==> src/hw/rtl/aea_pkg.sv <==
// ============================================================================
// Auto exposure adapter package
// Shared widths, fixed-point constants, configuration and multiplier types,
// and the table of negative fractional powers of two.
// ============================================================================
package aea_pkg;

    localparam int LUM_W     = 17;
    localparam int EXP_W     = 18;
    localparam int CFG_W     = 16;
    localparam int CFG_IDX_W = 3;

    // Digit-serial multiplier geometry.
    localparam int DIGIT_W    = 8;
    localparam int MUL_A_W    = 25;
    localparam int MUL_B_W    = 24;
    localparam int MUL_P_W    = MUL_A_W + MUL_B_W;
    localparam int MUL_STEPS  = MUL_B_W / DIGIT_W;
    localparam int MUL_STEP_W = $clog2(MUL_STEPS);

    // Configuration register indexes.
    localparam logic [CFG_IDX_W-1:0] CFG_AUTO_ENABLE     = 3'd0;
    localparam logic [CFG_IDX_W-1:0] CFG_MANUAL_EXPOSURE = 3'd1;
    localparam logic [CFG_IDX_W-1:0] CFG_TARGET_LEVEL    = 3'd2;
    localparam logic [CFG_IDX_W-1:0] CFG_ADAPT_RATE      = 3'd3;
    localparam logic [CFG_IDX_W-1:0] CFG_CUT_CAP         = 3'd4;

    // Register defaults and substitutes for a written zero.
    localparam logic [CFG_W-1:0] MANUAL_DEFAULT = 16'd4096;
    localparam logic [CFG_W-1:0] TARGET_DEFAULT = 16'd2048;
    localparam logic [CFG_W-1:0] RATE_RESET     = 16'd2097;
    localparam logic [CFG_W-1:0] CAP_RESET      = 16'd3072;
    localparam logic [EXP_W-1:0] LO_FLOOR       = 18'd1024;
    localparam logic [EXP_W-1:0] HI_FLOOR       = 18'd16384;
    localparam logic [EXP_W-1:0] LO_RESET       = 18'd2048;
    localparam logic [EXP_W-1:0] HI_RESET       = 18'd16384;
    localparam logic [EXP_W-1:0] EXPOSURE_RESET = 18'd4096;

    // Luminance limits, Q5.11.
    localparam logic signed [LUM_W-1:0] LUM_VALID_HI = 17'sd40960;
    localparam logic signed [LUM_W-1:0] LUM_VALID_LO = -17'sd40960;
    localparam logic signed [LUM_W-1:0] LUM_DARK_MIN = -17'sd40819;
    localparam logic [LUM_W:0]          SLEW_STEP    = 18'd717;
    localparam logic [CFG_W-1:0]        SMOOTH_Q16   = 16'd13107;

    // Adaptation speeds, Q0.16.
    localparam logic [CFG_W-1:0] SPD_DEFAULT      = 16'd1311;
    localparam logic [CFG_W-1:0] SPD_OFF_STATE_TR = 16'd22938;
    localparam logic [CFG_W-1:0] SPD_OFF_IDLE     = 16'd7864;
    localparam logic [CFG_W-1:0] SPD_CUT          = 16'd32768;
    localparam logic [CFG_W-1:0] SPD_DARKEN_MIN   = 16'd16384;
    localparam logic [CFG_W-1:0] SPD_BRIGHTEN_MIN = 16'd5243;
    localparam logic [CFG_W-1:0] SPD_TRANS_MIN    = 16'd19661;

    // Power-of-two evaluation.
    localparam logic [3:0]         POW_BITS  = 4'd11;
    localparam logic [MUL_A_W-1:0] ONE_Q24   = 25'd16777216;
    localparam logic [MUL_P_W-1:0] ROUND_Q24 = 49'h800000;
    localparam logic [MUL_P_W-1:0] ROUND_Q16 = 49'h8000;

    typedef struct packed {
        logic             auto_enable;
        logic [CFG_W-1:0] manual;
        logic [CFG_W-1:0] target;
        logic [CFG_W-1:0] rate;
        logic [CFG_W-1:0] cut_cap;
        logic [EXP_W-1:0] lo;
        logic [EXP_W-1:0] hi;
    } cfg_t;

    typedef struct packed {
        logic               start;
        logic [MUL_A_W-1:0] a;
        logic [MUL_B_W-1:0] b;
    } mul_req_t;

    typedef struct packed {
        logic               done;
        logic [MUL_P_W-1:0] product;
    } mul_rsp_t;

    // 2^-(2^idx / 2048) in Q0.24.
    function automatic logic [MUL_B_W-1:0] pow_neg_frac(input logic [3:0] idx);
        logic [MUL_B_W-1:0] val;
        case (idx)
            4'd0:    val = 24'd16771539;
            4'd1:    val = 24'd16765863;
            4'd2:    val = 24'd16754518;
            4'd3:    val = 24'd16731851;
            4'd4:    val = 24'd16686609;
            4'd5:    val = 24'd16596492;
            4'd6:    val = 24'd16417715;
            4'd7:    val = 24'd16065917;
            4'd8:    val = 24'd15384775;
            4'd9:    val = 24'd14107901;
            4'd10:   val = 24'd11863283;
            default: val = 24'd0;
        endcase
        return val;
    endfunction

endpackage

==> src/hw/rtl/aea_digit_mult.sv <==
// ============================================================================
// Digit-serial multiplier
// Unsigned multiplier that consumes the multiplier operand one byte per
// cycle, least significant first, and shifts finished product bits down.
// ============================================================================
module aea_digit_mult (
    input  logic              clk,
    input  logic              rst_n,
    input  aea_pkg::mul_req_t req,
    output aea_pkg::mul_rsp_t rsp
);

    logic [aea_pkg::MUL_A_W-1:0]                  a_reg, a_next;
    logic [aea_pkg::MUL_B_W-1:0]                  b_reg, b_next;
    logic [aea_pkg::MUL_P_W-1:0]                  p_reg, p_next;
    logic [aea_pkg::MUL_STEP_W-1:0]               step_reg, step_next;
    logic                                         busy_reg, busy_next;
    logic                                         done_reg, done_next;
    logic [aea_pkg::MUL_A_W+aea_pkg::DIGIT_W-1:0] partial;
    logic [aea_pkg::MUL_A_W+aea_pkg::DIGIT_W-1:0] upper_sum;

    assign partial = {{aea_pkg::DIGIT_W{1'b0}}, a_reg}
                   * {{aea_pkg::MUL_A_W{1'b0}}, b_reg[aea_pkg::DIGIT_W-1:0]};
    assign upper_sum = {{aea_pkg::DIGIT_W{1'b0}},
                        p_reg[aea_pkg::MUL_P_W-1:aea_pkg::MUL_B_W]} + partial;

    always_comb
    begin
        a_next    = a_reg;
        b_next    = b_reg;
        p_next    = p_reg;
        step_next = step_reg;
        busy_next = busy_reg;
        done_next = 1'b0;
        if (req.start)
        begin
            a_next    = req.a;
            b_next    = req.b;
            p_next    = '0;
            step_next = '0;
            busy_next = 1'b1;
        end
        else if (busy_reg)
        begin
            p_next = {upper_sum, p_reg[aea_pkg::MUL_B_W-1:aea_pkg::DIGIT_W]};
            b_next = b_reg >> aea_pkg::DIGIT_W;
            if (step_reg == aea_pkg::MUL_STEP_W'(aea_pkg::MUL_STEPS - 1))
            begin
                busy_next = 1'b0;
                done_next = 1'b1;
            end
            else
            begin
                step_next = step_reg + 1'b1;
            end
        end
    end

    always_ff @(posedge clk or negedge rst_n)
    begin
        if (!rst_n)
        begin
            step_reg <= '0;
            busy_reg <= 1'b0;
            done_reg <= 1'b0;
        end
        else
        begin
            step_reg <= step_next;
            busy_reg <= busy_next;
            done_reg <= done_next;
        end
    end

    always_ff @(posedge clk)
    begin
        a_reg <= a_next;
        b_reg <= b_next;
        p_reg <= p_next;
    end

    assign rsp.done    = done_reg;
    assign rsp.product = p_reg;

    // A new product is never requested while one is still being formed.
    assert property (@(posedge clk) disable iff (!rst_n) req.start |-> !busy_reg)
        else $error("multiplier restarted while busy");

endmodule

==> src/hw/rtl/aea_cfg_regs.sv <==
// ============================================================================
// Auto exposure configuration registers
// Holds the register file and derives the exposure clamp limits and the
// substitutes for zero-valued settings when a register is written.
// ============================================================================
module aea_cfg_regs (
    input  logic                             clk,
    input  logic                             rst_n,
    input  logic                             cfg_write,
    input  logic [aea_pkg::CFG_IDX_W-1:0]    cfg_index,
    input  logic [aea_pkg::CFG_W-1:0]        cfg_data,
    output aea_pkg::cfg_t                    cfg
);

    logic                         auto_reg, auto_next;
    logic [aea_pkg::CFG_W-1:0]    manual_reg, manual_next;
    logic [aea_pkg::CFG_W-1:0]    target_reg, target_next;
    logic [aea_pkg::CFG_W-1:0]    rate_reg, rate_next;
    logic [aea_pkg::CFG_W-1:0]    cap_reg, cap_next;
    logic [aea_pkg::EXP_W-1:0]    lo_reg, lo_next;
    logic [aea_pkg::EXP_W-1:0]    hi_reg, hi_next;
    logic [aea_pkg::CFG_W-1:0]    m_new;
    logic [aea_pkg::EXP_W-1:0]    m_half;
    logic [aea_pkg::EXP_W-1:0]    m_quad;

    assign m_new  = (cfg_data == '0) ? aea_pkg::MANUAL_DEFAULT : cfg_data;
    assign m_half = {3'b000, m_new[aea_pkg::CFG_W-1:1]};
    assign m_quad = {m_new, 2'b00};

    always_comb
    begin
        auto_next   = auto_reg;
        manual_next = manual_reg;
        target_next = target_reg;
        rate_next   = rate_reg;
        cap_next    = cap_reg;
        lo_next     = lo_reg;
        hi_next     = hi_reg;
        if (cfg_write)
        begin
            case (cfg_index)
                aea_pkg::CFG_AUTO_ENABLE:
                begin
                    auto_next = cfg_data[0];
                end
                aea_pkg::CFG_MANUAL_EXPOSURE:
                begin
                    manual_next = m_new;
                    lo_next     = (m_half > aea_pkg::LO_FLOOR) ? m_half : aea_pkg::LO_FLOOR;
                    hi_next     = (m_quad < aea_pkg::HI_FLOOR) ? aea_pkg::HI_FLOOR : m_quad;
                end
                aea_pkg::CFG_TARGET_LEVEL:
                begin
                    target_next = (cfg_data == '0) ? aea_pkg::TARGET_DEFAULT : cfg_data;
                end
                aea_pkg::CFG_ADAPT_RATE:
                begin
                    rate_next = (cfg_data == '0) ? aea_pkg::SPD_DEFAULT : cfg_data;
                end
                aea_pkg::CFG_CUT_CAP:
                begin
                    cap_next = cfg_data;
                end
                default:
                begin
                end
            endcase
        end
    end

    always_ff @(posedge clk or negedge rst_n)
    begin
        if (!rst_n)
        begin
            auto_reg   <= 1'b0;
            manual_reg <= aea_pkg::MANUAL_DEFAULT;
            target_reg <= aea_pkg::TARGET_DEFAULT;
            rate_reg   <= aea_pkg::RATE_RESET;
            cap_reg    <= aea_pkg::CAP_RESET;
            lo_reg     <= aea_pkg::LO_RESET;
            hi_reg     <= aea_pkg::HI_RESET;
        end
        else
        begin
            auto_reg   <= auto_next;
            manual_reg <= manual_next;
            target_reg <= target_next;
            rate_reg   <= rate_next;
            cap_reg    <= cap_next;
            lo_reg     <= lo_next;
            hi_reg     <= hi_next;
        end
    end

    assign cfg.auto_enable = auto_reg;
    assign cfg.manual      = manual_reg;
    assign cfg.target      = target_reg;
    assign cfg.rate        = rate_reg;
    assign cfg.cut_cap     = cap_reg;
    assign cfg.lo          = lo_reg;
    assign cfg.hi          = hi_reg;

    // The clamp window is never empty.
    assert property (@(posedge clk) disable iff (!rst_n) lo_reg <= hi_reg)
        else $error("exposure clamp window inverted");

endmodule

==> src/hw/rtl/auto_exposure_adapter.sv <==
// ============================================================================
// Auto exposure adapter
// Takes one beat per frame and returns one beat with the adapted exposure
// (Q6.12), the filtered log2 luminance (Q5.11) and the history flag. An item
// with automatic adaptation off goes from preparation to the result
// register without using the multiplier. With adaptation on, every multiply
// runs on one shared multiplier that takes a byte of its operand per cycle,
// and the power of two of the target uses one multiply per set bit of the
// 11-bit fraction of the filtered luminance, so that fraction sets how long
// an item takes. A new beat is taken as soon as the previous result has
// been placed in the output register, even while that result is still
// waiting to be taken.
// ============================================================================
module auto_exposure_adapter (
    input  logic                               clk,
    input  logic                               rst_n,
    input  logic                               cfg_write,
    input  logic [aea_pkg::CFG_IDX_W-1:0]      cfg_index,
    input  logic [aea_pkg::CFG_W-1:0]          cfg_data,
    input  logic                               in_valid,
    output logic                               in_ready,
    input  logic signed [aea_pkg::LUM_W-1:0]   log_luminance,
    input  logic                               luminance_present,
    input  logic                               scene_active,
    input  logic                               state_transition,
    input  logic                               history_reset,
    input  logic                               hard_reset,
    input  logic                               scene_cut,
    output logic                               out_valid,
    input  logic                               out_ready,
    output logic [aea_pkg::EXP_W-1:0]          exposure,
    output logic signed [aea_pkg::LUM_W-1:0]   filtered_log_luminance,
    output logic                               luminance_held
);

    localparam logic [3:0] ST_IDLE   = 4'd0;
    localparam logic [3:0] ST_PREP   = 4'd1;
    localparam logic [3:0] ST_SMOOTH = 4'd2;
    localparam logic [3:0] ST_FSET   = 4'd3;
    localparam logic [3:0] ST_POW    = 4'd4;
    localparam logic [3:0] ST_POWM   = 4'd5;
    localparam logic [3:0] ST_TGT    = 4'd6;
    localparam logic [3:0] ST_RULES  = 4'd7;
    localparam logic [3:0] ST_STEP   = 4'd8;
    localparam logic [3:0] ST_OUT    = 4'd9;

    aea_pkg::cfg_t     cfg;
    aea_pkg::mul_req_t mul_req;
    aea_pkg::mul_rsp_t mul_rsp;

    logic [3:0]                        state_reg, state_next;
    logic signed [aea_pkg::LUM_W-1:0]  lum_reg, lum_next;
    logic                              present_reg, present_next;
    logic                              active_reg, active_next;
    logic                              trans_reg, trans_next;
    logic                              hist_reg, hist_next;
    logic                              hard_reg, hard_next;
    logic                              cut_reg, cut_next;
    logic [aea_pkg::EXP_W-1:0]         adapted_reg, adapted_next;
    logic signed [aea_pkg::LUM_W-1:0]  filt_reg, filt_next;
    logic                              hv_reg, hv_next;
    logic [aea_pkg::CFG_W-1:0]         speed_reg, speed_next;
    logic [aea_pkg::EXP_W-1:0]         target_reg, target_next;
    logic signed [aea_pkg::LUM_W-1:0]  f_reg, f_next;
    logic                              d_neg_reg, d_neg_next;
    logic [aea_pkg::MUL_A_W-1:0]       acc_reg, acc_next;
    logic [10:0]                       frac_reg, frac_next;
    logic [3:0]                        bit_reg, bit_next;
    logic [5:0]                        shm1_reg, shm1_next;
    logic                              step_neg_reg, step_neg_next;
    logic                              out_valid_reg, out_valid_next;
    logic [aea_pkg::EXP_W-1:0]         exposure_reg, exposure_next;
    logic signed [aea_pkg::LUM_W-1:0]  filt_out_reg, filt_out_next;
    logic                              held_reg, held_next;

    logic [aea_pkg::EXP_W-1:0]         m_ext;
    logic signed [aea_pkg::LUM_W-1:0]  filt_eff;
    logic                              hv_eff;
    logic                              sample_ok;
    logic signed [aea_pkg::LUM_W:0]    d_full;
    logic [aea_pkg::LUM_W:0]           d_abs;
    logic [9:0]                        d_mag;
    logic [aea_pkg::MUL_P_W-1:0]       smooth_sum;
    logic signed [aea_pkg::LUM_W-1:0]  smooth_r;
    logic signed [aea_pkg::LUM_W-1:0]  f_smooth;
    logic [aea_pkg::LUM_W-1:0]         f_u;
    logic [aea_pkg::MUL_P_W-1:0]       pow_sum;
    logic [40:0]                       v_shifted;
    logic [41:0]                       t_sum;
    logic [40:0]                       t_raw;
    logic [aea_pkg::EXP_W-1:0]         tgt_clamped;
    logic [aea_pkg::CFG_W-1:0]         speed_w;
    logic [aea_pkg::EXP_W-1:0]         target_w;
    logic [19:0]                       a3;
    logic [19:0]                       t4;
    logic [19:0]                       t2;
    logic signed [aea_pkg::EXP_W:0]    diff;
    logic [aea_pkg::EXP_W:0]           diff_mag;
    logic [aea_pkg::MUL_P_W-1:0]       step_sum;
    logic [aea_pkg::EXP_W:0]           delta;
    logic signed [19:0]                next_s;
    logic [aea_pkg::EXP_W-1:0]         adapted_new;

    aea_cfg_regs u_cfg (
        .clk       (clk),
        .rst_n     (rst_n),
        .cfg_write (cfg_write),
        .cfg_index (cfg_index),
        .cfg_data  (cfg_data),
        .cfg       (cfg)
    );

    aea_digit_mult u_mult (
        .clk   (clk),
        .rst_n (rst_n),
        .req   (mul_req),
        .rsp   (mul_rsp)
    );

    // Frame preparation: history reset view and slew-limited difference.
    assign m_ext     = {2'b00, cfg.manual};
    assign filt_eff  = hist_reg ? '0 : filt_reg;
    assign hv_eff    = hv_reg & ~hist_reg;
    assign sample_ok = present_reg && (lum_reg > aea_pkg::LUM_VALID_LO)
                       && (lum_reg < aea_pkg::LUM_VALID_HI);
    assign d_full    = {lum_reg[aea_pkg::LUM_W-1], lum_reg}
                     - {filt_eff[aea_pkg::LUM_W-1], filt_eff};
    assign d_abs     = d_full[aea_pkg::LUM_W] ? $unsigned(-d_full) : $unsigned(d_full);
    assign d_mag     = (d_abs > aea_pkg::SLEW_STEP) ? aea_pkg::SLEW_STEP[9:0] : d_abs[9:0];

    // Smoothing result, rounded half away from zero.
    assign smooth_sum = mul_rsp.product + aea_pkg::ROUND_Q16;
    assign smooth_r   = $signed({7'b0000000, smooth_sum[25:16]});
    assign f_smooth   = d_neg_reg ? (filt_reg - smooth_r) : (filt_reg + smooth_r);
    assign f_u        = {~f_reg[aea_pkg::LUM_W-1], f_reg[aea_pkg::LUM_W-2:0]};

    // Power-of-two accumulation and target scaling.
    assign pow_sum     = mul_rsp.product + aea_pkg::ROUND_Q24;
    assign v_shifted   = mul_rsp.product[40:0] >> shm1_reg;
    assign t_sum       = {1'b0, v_shifted} + 42'd1;
    assign t_raw       = t_sum[41:1];
    assign tgt_clamped = (t_raw < {23'd0, cfg.lo}) ? cfg.lo :
                         (t_raw > {23'd0, cfg.hi}) ? cfg.hi : t_raw[aea_pkg::EXP_W-1:0];

    // Cut cap and speed rules.
    assign a3 = {2'b00, adapted_reg} + {1'b0, adapted_reg, 1'b0};
    assign t4 = {target_w, 2'b00};
    assign t2 = {1'b0, target_w, 1'b0};

    always_comb
    begin
        speed_w  = speed_reg;
        target_w = target_reg;
        if (cut_reg)
        begin
            speed_w = aea_pkg::SPD_CUT;
            if ((cfg.cut_cap != '0) && (target_reg > {2'b00, cfg.cut_cap}))
            begin
                target_w = {2'b00, cfg.cut_cap};
            end
        end
        if (!hard_reg && (adapted_reg != '0))
        begin
            if (t4 < a3)
            begin
                if (speed_w < aea_pkg::SPD_DARKEN_MIN)
                begin
                    speed_w = aea_pkg::SPD_DARKEN_MIN;
                end
            end
            else if (t2 > a3)
            begin
                if (speed_w < aea_pkg::SPD_BRIGHTEN_MIN)
                begin
                    speed_w = aea_pkg::SPD_BRIGHTEN_MIN;
                end
            end
        end
        if (trans_reg && (speed_w < aea_pkg::SPD_TRANS_MIN))
        begin
            speed_w = aea_pkg::SPD_TRANS_MIN;
        end
    end

    assign diff     = $signed({1'b0, target_w}) - $signed({1'b0, adapted_reg});
    assign diff_mag = diff[aea_pkg::EXP_W] ? $unsigned(-diff) : $unsigned(diff);

    // Exposure step and final clamp.
    assign step_sum    = mul_rsp.product + aea_pkg::ROUND_Q16;
    assign delta       = step_sum[34:16];
    assign next_s      = step_neg_reg
                       ? ($signed({2'b00, adapted_reg}) - $signed({1'b0, delta}))
                       : ($signed({2'b00, adapted_reg}) + $signed({1'b0, delta}));
    assign adapted_new = (next_s < $signed({2'b00, cfg.lo})) ? cfg.lo :
                         (next_s > $signed({2'b00, cfg.hi})) ? cfg.hi :
                         next_s[aea_pkg::EXP_W-1:0];

    always_comb
    begin
        state_next     = state_reg;
        lum_next       = lum_reg;
        present_next   = present_reg;
        active_next    = active_reg;
        trans_next     = trans_reg;
        hist_next      = hist_reg;
        hard_next      = hard_reg;
        cut_next       = cut_reg;
        adapted_next   = adapted_reg;
        filt_next      = filt_reg;
        hv_next        = hv_reg;
        speed_next     = speed_reg;
        target_next    = target_reg;
        f_next         = f_reg;
        d_neg_next     = d_neg_reg;
        acc_next       = acc_reg;
        frac_next      = frac_reg;
        bit_next       = bit_reg;
        shm1_next      = shm1_reg;
        step_neg_next  = step_neg_reg;
        out_valid_next = out_valid_reg && !out_ready;
        exposure_next  = exposure_reg;
        filt_out_next  = filt_out_reg;
        held_next      = held_reg;
        mul_req        = '0;
        case (state_reg)
            ST_IDLE:
            begin
                if (in_valid)
                begin
                    lum_next     = log_luminance;
                    present_next = luminance_present;
                    active_next  = scene_active;
                    trans_next   = state_transition;
                    hist_next    = history_reset;
                    hard_next    = hard_reset;
                    cut_next     = scene_cut;
                    state_next   = ST_PREP;
                end
            end
            ST_PREP:
            begin
                if (hist_reg)
                begin
                    adapted_next = m_ext;
                    hv_next      = 1'b0;
                    filt_next    = '0;
                end
                target_next = m_ext;
                speed_next  = cfg.rate;
                if (!cfg.auto_enable)
                begin
                    state_next = ST_OUT;
                end
                else if (!active_reg)
                begin
                    hv_next    = 1'b0;
                    filt_next  = '0;
                    speed_next = trans_reg ? aea_pkg::SPD_OFF_STATE_TR : aea_pkg::SPD_OFF_IDLE;
                    state_next = ST_RULES;
                end
                else if (hard_reg || cut_reg)
                begin
                    hv_next    = 1'b0;
                    filt_next  = '0;
                    state_next = ST_RULES;
                end
                else if (!sample_ok)
                begin
                    state_next = ST_RULES;
                end
                else if (hv_eff)
                begin
                    mul_req.start = 1'b1;
                    mul_req.a     = {15'd0, d_mag};
                    mul_req.b     = {8'd0, aea_pkg::SMOOTH_Q16};
                    d_neg_next    = d_full[aea_pkg::LUM_W];
                    state_next    = ST_SMOOTH;
                end
                else
                begin
                    f_next     = lum_reg;
                    state_next = ST_FSET;
                end
            end
            ST_SMOOTH:
            begin
                if (mul_rsp.done)
                begin
                    f_next     = f_smooth;
                    state_next = ST_FSET;
                end
            end
            ST_FSET:
            begin
                filt_next = f_reg;
                hv_next   = 1'b1;
                if (f_reg >= aea_pkg::LUM_DARK_MIN)
                begin
                    acc_next   = aea_pkg::ONE_Q24;
                    frac_next  = f_u[10:0];
                    bit_next   = '0;
                    shm1_next  = f_u[16:11] - 6'd9;
                    state_next = ST_POW;
                end
                else
                begin
                    state_next = ST_RULES;
                end
            end
            ST_POW:
            begin
                if (bit_reg == aea_pkg::POW_BITS)
                begin
                    mul_req.start = 1'b1;
                    mul_req.a     = acc_reg;
                    mul_req.b     = {8'd0, cfg.target};
                    state_next    = ST_TGT;
                end
                else if (frac_reg[0])
                begin
                    mul_req.start = 1'b1;
                    mul_req.a     = acc_reg;
                    mul_req.b     = aea_pkg::pow_neg_frac(bit_reg);
                    state_next    = ST_POWM;
                end
                else
                begin
                    frac_next = frac_reg >> 1;
                    bit_next  = bit_reg + 4'd1;
                end
            end
            ST_POWM:
            begin
                if (mul_rsp.done)
                begin
                    acc_next   = pow_sum[aea_pkg::MUL_P_W-1:24];
                    frac_next  = frac_reg >> 1;
                    bit_next   = bit_reg + 4'd1;
                    state_next = ST_POW;
                end
            end
            ST_TGT:
            begin
                if (mul_rsp.done)
                begin
                    target_next = tgt_clamped;
                    state_next  = ST_RULES;
                end
            end
            ST_RULES:
            begin
                mul_req.start = 1'b1;
                mul_req.a     = {6'd0, diff_mag};
                mul_req.b     = {8'd0, speed_w};
                step_neg_next = diff[aea_pkg::EXP_W];
                state_next    = ST_STEP;
            end
            ST_STEP:
            begin
                if (mul_rsp.done)
                begin
                    adapted_next = adapted_new;
                    state_next   = ST_OUT;
                end
            end
            ST_OUT:
            begin
                if (!out_valid_reg || out_ready)
                begin
                    out_valid_next = 1'b1;
                    exposure_next  = adapted_reg;
                    filt_out_next  = filt_reg;
                    held_next      = hv_reg;
                    state_next     = ST_IDLE;
                end
            end
            default:
            begin
                state_next = ST_IDLE;
            end
        endcase
    end

    always_ff @(posedge clk or negedge rst_n)
    begin
        if (!rst_n)
        begin
            state_reg     <= ST_IDLE;
            adapted_reg   <= aea_pkg::EXPOSURE_RESET;
            filt_reg      <= '0;
            hv_reg        <= 1'b0;
            out_valid_reg <= 1'b0;
        end
        else
        begin
            state_reg     <= state_next;
            adapted_reg   <= adapted_next;
            filt_reg      <= filt_next;
            hv_reg        <= hv_next;
            out_valid_reg <= out_valid_next;
        end
    end

    always_ff @(posedge clk)
    begin
        lum_reg      <= lum_next;
        present_reg  <= present_next;
        active_reg   <= active_next;
        trans_reg    <= trans_next;
        hist_reg     <= hist_next;
        hard_reg     <= hard_next;
        cut_reg      <= cut_next;
        speed_reg    <= speed_next;
        target_reg   <= target_next;
        f_reg        <= f_next;
        d_neg_reg    <= d_neg_next;
        acc_reg      <= acc_next;
        frac_reg     <= frac_next;
        bit_reg      <= bit_next;
        shm1_reg     <= shm1_next;
        step_neg_reg <= step_neg_next;
        exposure_reg <= exposure_next;
        filt_out_reg <= filt_out_next;
        held_reg     <= held_next;
    end

    assign in_ready               = (state_reg == ST_IDLE);
    assign out_valid              = out_valid_reg;
    assign exposure               = exposure_reg;
    assign filtered_log_luminance = filt_out_reg;
    assign luminance_held         = held_reg;

    // An accepted beat always starts frame preparation.
    assert property (@(posedge clk) disable iff (!rst_n)
        (in_valid && in_ready) |=> (state_reg == ST_PREP))
        else $error("accepted beat did not start processing");

    // Multiplier results only arrive while the sequencer waits for one.
    assert property (@(posedge clk) disable iff (!rst_n)
        mul_rsp.done |-> (state_reg == ST_SMOOTH || state_reg == ST_POWM
                          || state_reg == ST_TGT || state_reg == ST_STEP))
        else $error("multiplier result arrived in an unexpected state");

    // An adaptation step always lands inside the clamp window.
    assert property (@(posedge clk) disable iff (!rst_n)
        (state_reg == ST_STEP && mul_rsp.done)
        |=> (adapted_reg >= $past(cfg.lo) && adapted_reg <= $past(cfg.hi)))
        else $error("adapted exposure outside clamp window");

    // Filter history that is not valid is always cleared to zero.
    assert property (@(posedge clk) disable iff (!rst_n) !hv_reg |-> (filt_reg == '0))
        else $error("filtered luminance kept without valid history");

endmodule
==> config.mk <==
export PLATFORM = sky130hd
export DESIGN_NAME = auto_exposure_adapter
export DESIGN_NICKNAME = d
export VERILOG_FILES = /design/src/hw/rtl/aea_pkg.sv /design/src/hw/rtl/aea_digit_mult.sv /design/src/hw/rtl/aea_cfg_regs.sv /design/src/hw/rtl/auto_exposure_adapter.sv
export SDC_FILE = /design/constraint.sdc
export NUM_CORES = 2
export LEC_CHECK = 0
export BUFFER_PORTS_ARGS = -buffer_cell sky130_fd_sc_hd__buf_2
export CAP_MARGIN = 30
export CORE_ASPECT_RATIO = 0.5
export CORE_MARGIN = 8
export CORE_UTILIZATION = 40
export CTS_CLUSTER_DIAMETER = 50
export DETAILED_ROUTE_END_ITERATION = 6
export PLACE_DENSITY = 0.66
export SYNTH_ARGS = -nofsm -noshare
export SYNTH_HDL_FRONTEND = slang
export SYNTH_SLANG_ARGS = --single-unit
==> constraint.sdc <==
create_clock -name clk -period 7.8 [get_ports clk]
set_input_delay 0.39 -clock clk [delete_from_list [all_inputs] [get_ports clk]]
set_output_delay 0.39 -clock clk [all_outputs]
set_load 0.05 [all_outputs]
# == After elaboration in Yosys (flattened, before gate mapping) ==
# Memories as Yosys holds them, arrays and structs flattened. A register that Yosys moved wholly into a read port is not among the register bits.
# Index checks and enable logic that the tools add are counted.
# totals
romBits,384
n_memories,1
elab_cells,247
out_inout_bits,38
reg_bits,402
inputBits,47
# op_classes
n_reduce_logical,40
eq_ne,32
addsub,16
mul,1
mux,98
n_lt_le_gt_ge,16
bitwise_logic,4
n_shift,1
# memory_table
memory,words,word_bits,rd,rd_ports_with_merged_regs,wr,line,rtl
(name not given),16,24,1,1,0,aea_pkg.sv:85,case (idx)
# op_table
cell,count
$mux W50,7
$mux W18,11
$mux W16,12
$mux W17,11
$pmux W50 S3,1
$pmux W18 S2,2
$pmux W17 S2,2
$mux W4,14
$mux W25,2
$pmux W25 S2,1
$add A49 B24 Y49 const B,1
$mux W24,2
$mux W11,4
$add A41 B1 Y42 const B,1
$gt A41 B18 Y1,1
$lt A41 B18 Y1,1
$shr A41 B6 Y41,1
$add A18 B19 Y20,2
$pmux W4 S10,1
$add A35 B16 Y35 const B,1
$add A25 B33 Y33,1
$mul A25 B8 Y33,1
$pmux W11 S3,1
$lt A16 B15 Y1 const B,2
60 further kinds,125

# == Longest topological paths before layout ==
# logic_depth
ltp_word,14
depth_mapped,30
depth_no_buf,29

# == Modules after synthesis ==
# A second synthesis with hierarchy kept.
# hier_totals
hier_cells,4178
area_unflattened_um2,38709.6
# by_module_without_submodules
mod,area_per_inst_um2,seq_area_each_um2,n_inst,cells_each
auto_exposure_adapter,24538.5,6252.2,1,2805
aea_digit_mult,10541.4,2552.4,1,1086
aea_cfg_regs,3629.7,2339.7,1,287

# == Least setup slack after synthesis ==
# No wires, ideal clock.
# synth_timing
path_type,flip-flop to flip-flop
from,reg shm1_reg[1]
to,reg target_reg[14] (netlist name) (data pin)
setup_slack_ns,1.912
stages_incl_launch_ff,25
setup_time_ns,0.269
n_path_buf,6
required_time_ns,7.531
period_less_slack_ns,5.888
arrival_ns,5.619
path_cell_list,edfxtp_1 > buf_6 > buf_12 > buf_6 > mux2i_1 > mux4_2 > o32ai_1 > a211o_1 > and3_1 > buf_2 > nand3_1 > or4b_2 > nor2_1 > xnor2_1 > ha_1 > nand4_1 > or4_1 > or3_1 > o211ai_1 > and2_1 > clkbuf_1 > nand4_4 > buf_2 > a221oi_1 > o22ai_1
# synth_between
elab_chain_cells,7
elab_cells_between_ends,8
cone_classes,add/sub (1); order compare (2); shift (1); mux (4)
# synth_lines
element,line,rtl
start: declaration,auto_exposure_adapter.sv:69,"logic [5:0] shm1_reg, shm1_next;"
start signal: assignment,auto_exposure_adapter.sv:420,shm1_reg <= shm1_next;
$shr A41 B6 Y41 *,auto_exposure_adapter.sv:139,assign v_shifted = mul_rsp.product[40:0] >> shm1_reg;
$add A41 B1 Y42 *,auto_exposure_adapter.sv:140,"assign t_sum = {1'b0, v_shifted} + 42'd1;"
$gt A41 B18 Y1,auto_exposure_adapter.sv:143,"(t_raw > {23'd0, cfg.hi}) ? cfg.hi : t_raw[aea_pkg::EXP_W-1:0];"
$mux W18,auto_exposure_adapter.sv:143,
$mux W18 *,auto_exposure_adapter.sv:142,"assign tgt_clamped = (t_raw < {23'd0, cfg.lo}) ? cfg.lo :"
$mux W18 *,auto_exposure_adapter.sv:344,if (mul_rsp.done)
$pmux W18 S2 *,auto_exposure_adapter.sv:225,case (state_reg)
net target_next (one bit),auto_exposure_adapter.sv:63,"logic [aea_pkg::EXP_W-1:0] target_reg, target_next;"
end signal: assignment,auto_exposure_adapter.sv:414,target_reg <= target_next;
end: declaration,auto_exposure_adapter.sv:63,
# Mark *: on every way through the listed nets, which the timed path passes. The rest lies on a longest branch. The select of a mux whose other input is x is not followed.
# A chain may end at the register's enable or synchronous reset.

# == Final worst setup path ==
# layout_timing
from,reg shm1_reg[1]
to,reg target_reg[4] (netlist name) (data pin)
# Same word-level chain as after synthesis.

==> implementation parameters <==
Parameter                              Value

Clocking
  CTS H-Tree Depth    2
  Clock buffer depth    3
  Clock slew at the register clock pins of the worst setup and hold paths    0.07 ns
  Clock Tree Root    sky130_fd_sc_hd__clkbuf_16
  Clock tree from TritonCTS    built
  Clock insertion delay at the later pin of the skew report    0.67 ns
  Clock sink total    418
  # resized after CTS    0
  Number of CTS-inserted buffers    50

Global routing
  Number of antenna violations at the first check in global routing    6
  First-pass GRT wire length    206200 um
  Total global-route track usage    0.2558
  Number of global-route vias before repair    31840
  Global route overflow    0
  Pin count of the biggest net entering global routing    68

STA
  Shortest clock period the worst path allows after layout    7.062 ns
  Final worst setup slack    0.7381 ns
  Unrepaired setup endpoints after global routing    no
  Final setup violating endpoints    0
  Final Hold Fails    0
  Portion of the clock cycle consumed by the worst path in the final layout    0.9054
  Setup TNS Final    0 ns
  Count of pins over their slew limit    0
  Worst Tran Pin Value    1.036 ns
  Maximum clock frequency    0.1416 GHz
  Worst-case clock skew    0.07343 ns
  Worst max-slew margin expressed relative to the limit    0.3093

Setup path
  Library cell contributing the largest single delay on the critical path    sky130_fd_sc_hd__edfxtp_1
  Class of the most critical setup path    register to register
  Biggest fanout along the worst timing path    38
  Kind of cell adding the most delay to the critical path    simple AND/OR/NAND/NOR gates
  Arr. time, crit path    7.47 ns
  Worst Setup Start Kind    register
  Critical Path RT    8.21 ns
  Crit path capture type    register
  Crit path largest cell delay    0.93 ns
  Chain of cells forming the critical path    buf_12 -> buf_4 -> mux2_2 -> a32o_1 -> a2111oi_0 -> o32ai_1 -> and3_1 -> nand3_1 -> or4b_2 -> nor2_1 -> xnor2_1 -> ha_1 -> nand4_1 -> or4_1 -> or3_1 -> o211ai_1 -> and2_1 -> nand4_4 -> a221oi_1 -> o21ai_1
  Crit path buffers/inverters    2

Yosys
  Most used flip-flop cell after synthesis    sky130_fd_sc_hd__edfxtp_1
  Most repeated cell in the gate-level netlist after synthesis    sky130_fd_sc_hd__nand2_1
  Area share of the largest cell type after synthesis    0.1658
  Number of cells produced by synthesis    3996
  Number of warning messages in the yosys log    0
  Count of flip-flops with a built-in enable after synthesis    207
  Mux contribution to synthesized area    0.08208
  Xor and xnor fraction of the mapped netlist area    0.04695
  Share of synthesized registers carrying an async set or reset    0.3301
  Sequential-to-total area share from yosys stat    0.2972
  Unique masters post-synth    112
  Most area-hungry cell type in the Yosys netlist    sky130_fd_sc_hd__edfxtp_1
  Complex-gate fraction of the synthesized area    0.1599
  Post-synthesis simple-gate area fraction    0.1762
  Synthesis-stage register bit count    418
  Post-synthesis instance area    37500 um2
  Synthesized-area fraction occupied by adder cells    0.1838
  Largest family of logic cells by synthesized area    adder cells
  Mean instance size in the synthesized netlist    9.384 um2
  Post-synth net total    4493
  Largest cells by area after synthesis    sky130_fd_sc_hd__edfxtp_1 (17%), sky130_fd_sc_hd__ha_1 (9.4%), sky130_fd_sc_hd__fa_1 (9.0%)
  Most common library cells after synthesis    sky130_fd_sc_hd__nand2_1 (410), sky130_fd_sc_hd__inv_1 (305), sky130_fd_sc_hd__ha_1 (282), sky130_fd_sc_hd__nor2_1 (269), sky130_fd_sc_hd__o21ai_0 (229)

Die
  Width of the die    449.0 um
  Area enclosed by the die boundary    104400 um2
  Initial Utilization    0.4036
  Area inside the core boundary    92910 um2
  Die span in y    232.5 um
  I/O pins    85
  Site row count    79

Placement
  Port bufs    84
  Final weighted congestion in routability-driven placement    1.030
  Post-Place Worst Slack    0.9061 ns
  Cell total after placement    5246
  Sum of net half-perimeters after detailed placement    106800 um

Cells and area
  Layout cells sized above 1    0.1175
  Post-layout instance count excluding filler cells    5368
  Total Nets Final    4566
  Relative area change from synthesis to final layout    10.63%
  Number of flip-flops in the largest register    49

Route
  Drt pass-1 iters    6
  DRC violations left    0
  Detailed-route wire length per cell    25.72 um
  Remaining antenna violation count after routing    0
  Count of routing violations after the opening detailed-route iteration    3934
  DR vias    32960
  Final wirelength    138100 um
  Via density    6.140

Min path
  Min-delay worst type    input port to register

Run
  Number of maximum-capacitance violations    0

Status
  Outcome    finished, final reports clean
-- cell usage in the layout, fill, tap and decap left out, drive strengths merged, types with 19 or more instances in the layout --
master	count
nand2	411
inv	313
ha	282
nor2	271
o21ai	240
edfxtp	207
buf	179
fa	168
a21oi	159
dfrtp	127
xnor2	126
and2	117
mux2i	105
a21o	79
mux2	78
xor2	75
nor3	75
dfxtp	73
nand3	72
clkbuf	59
nand2b	56
mux4	51
and3	51
nand4	49
nor4	42
nor2b	36
a22o	33
o21a	33
a221oi	32
o22ai	29
a211oi	28
or2	26
clkinv	26
a22oi	25
dlygate4sd3	24
a31oi	23
or3	22
o31ai	21
a211o	20
o211ai	19
-- worst min-delay path, cell delays in order --
cell and delay, ns:
sky130_fd_sc_hd__buf_2 0.15, sky130_fd_sc_hd__nand2_1 0.07, sky130_fd_sc_hd__o21ai_0 0.08
-- per-stage QoR --
stage | hold slack, ns | area [um2] | util
floorplan | 0.09441 | 37500 | -
global placement | 0.3683 | 39370 | 0.4237
detailed placement | 0.3683 | 39420 | 0.4243
CTS | 0.04338 | 41420 | 0.4458
global route | 0.05884 | 41480 | 0.4464
finish | 0.06865 | 41480 | 0.4465
-- layout make-up --
cell class                 count  area, um2
antenna                        2      5.005
timing repair buffer         203       1485
multi-input combinational   3086      24350
clock inverter                35      427.9
inverter                     310       1164
fill                        8949      51430
tap                         1255       1570
sequential                   418      11150
clock buffer                  59       1335
-- path summary, 6_finish.rpt --
check                           depth (start not counted)           endpoint  slack [ns]              start
worst max-delay path                                   20      target_reg[4]        0.74        shm1_reg[1]
worst min-delay path                                    3  u_cfg.cap_reg[12]        0.07       cfg_data[12]
worst max register to register                         20      target_reg[4]        0.74        shm1_reg[1]
worst min register to register                          2  u_cfg.rate_reg[0]        0.48  u_cfg.rate_reg[0]
max in group asynchronous                               5    adapted_reg[12]        5.98              rst_n
min in group asynchronous                               2       state_reg[1]        0.29              rst_n
-- cells by family (layout without fill, tap and decap cells) --
kind of cell    Yosys count  count (layout)
fa+ha+maj               450             450
flops                   418             418
mux                     234             234
compound gates          891             891
other cells               0               2
xor+xnor                201             201
buf+inv                 492             607
simple gates           1310            1310
-- layer usage --
| layer | track usage | vias to the layer above | routed length, um |
|---|---|---|---|
| met5 | 0 | - | 24 |
| met4 | 0.08980 | 4 | 5586 |
| met3 | 0.07185 | 337 | 16570 |
| met2 | 0.3762 | 1784 | 56920 |
| met1 | 0.3601 | 16300 | 58980 |
| li1 | - | 14540 | - |
-- repair_timing --
action / 4_1_cts / 5_1_grt
hold buffers: 24 / 0
buffers inserted: 0 / 0
endpoints found under the hold margin: 53 / 0
Power is not shown: default switching activity piles up to over one toggle a cycle in this logic, so the estimate is an artifact.
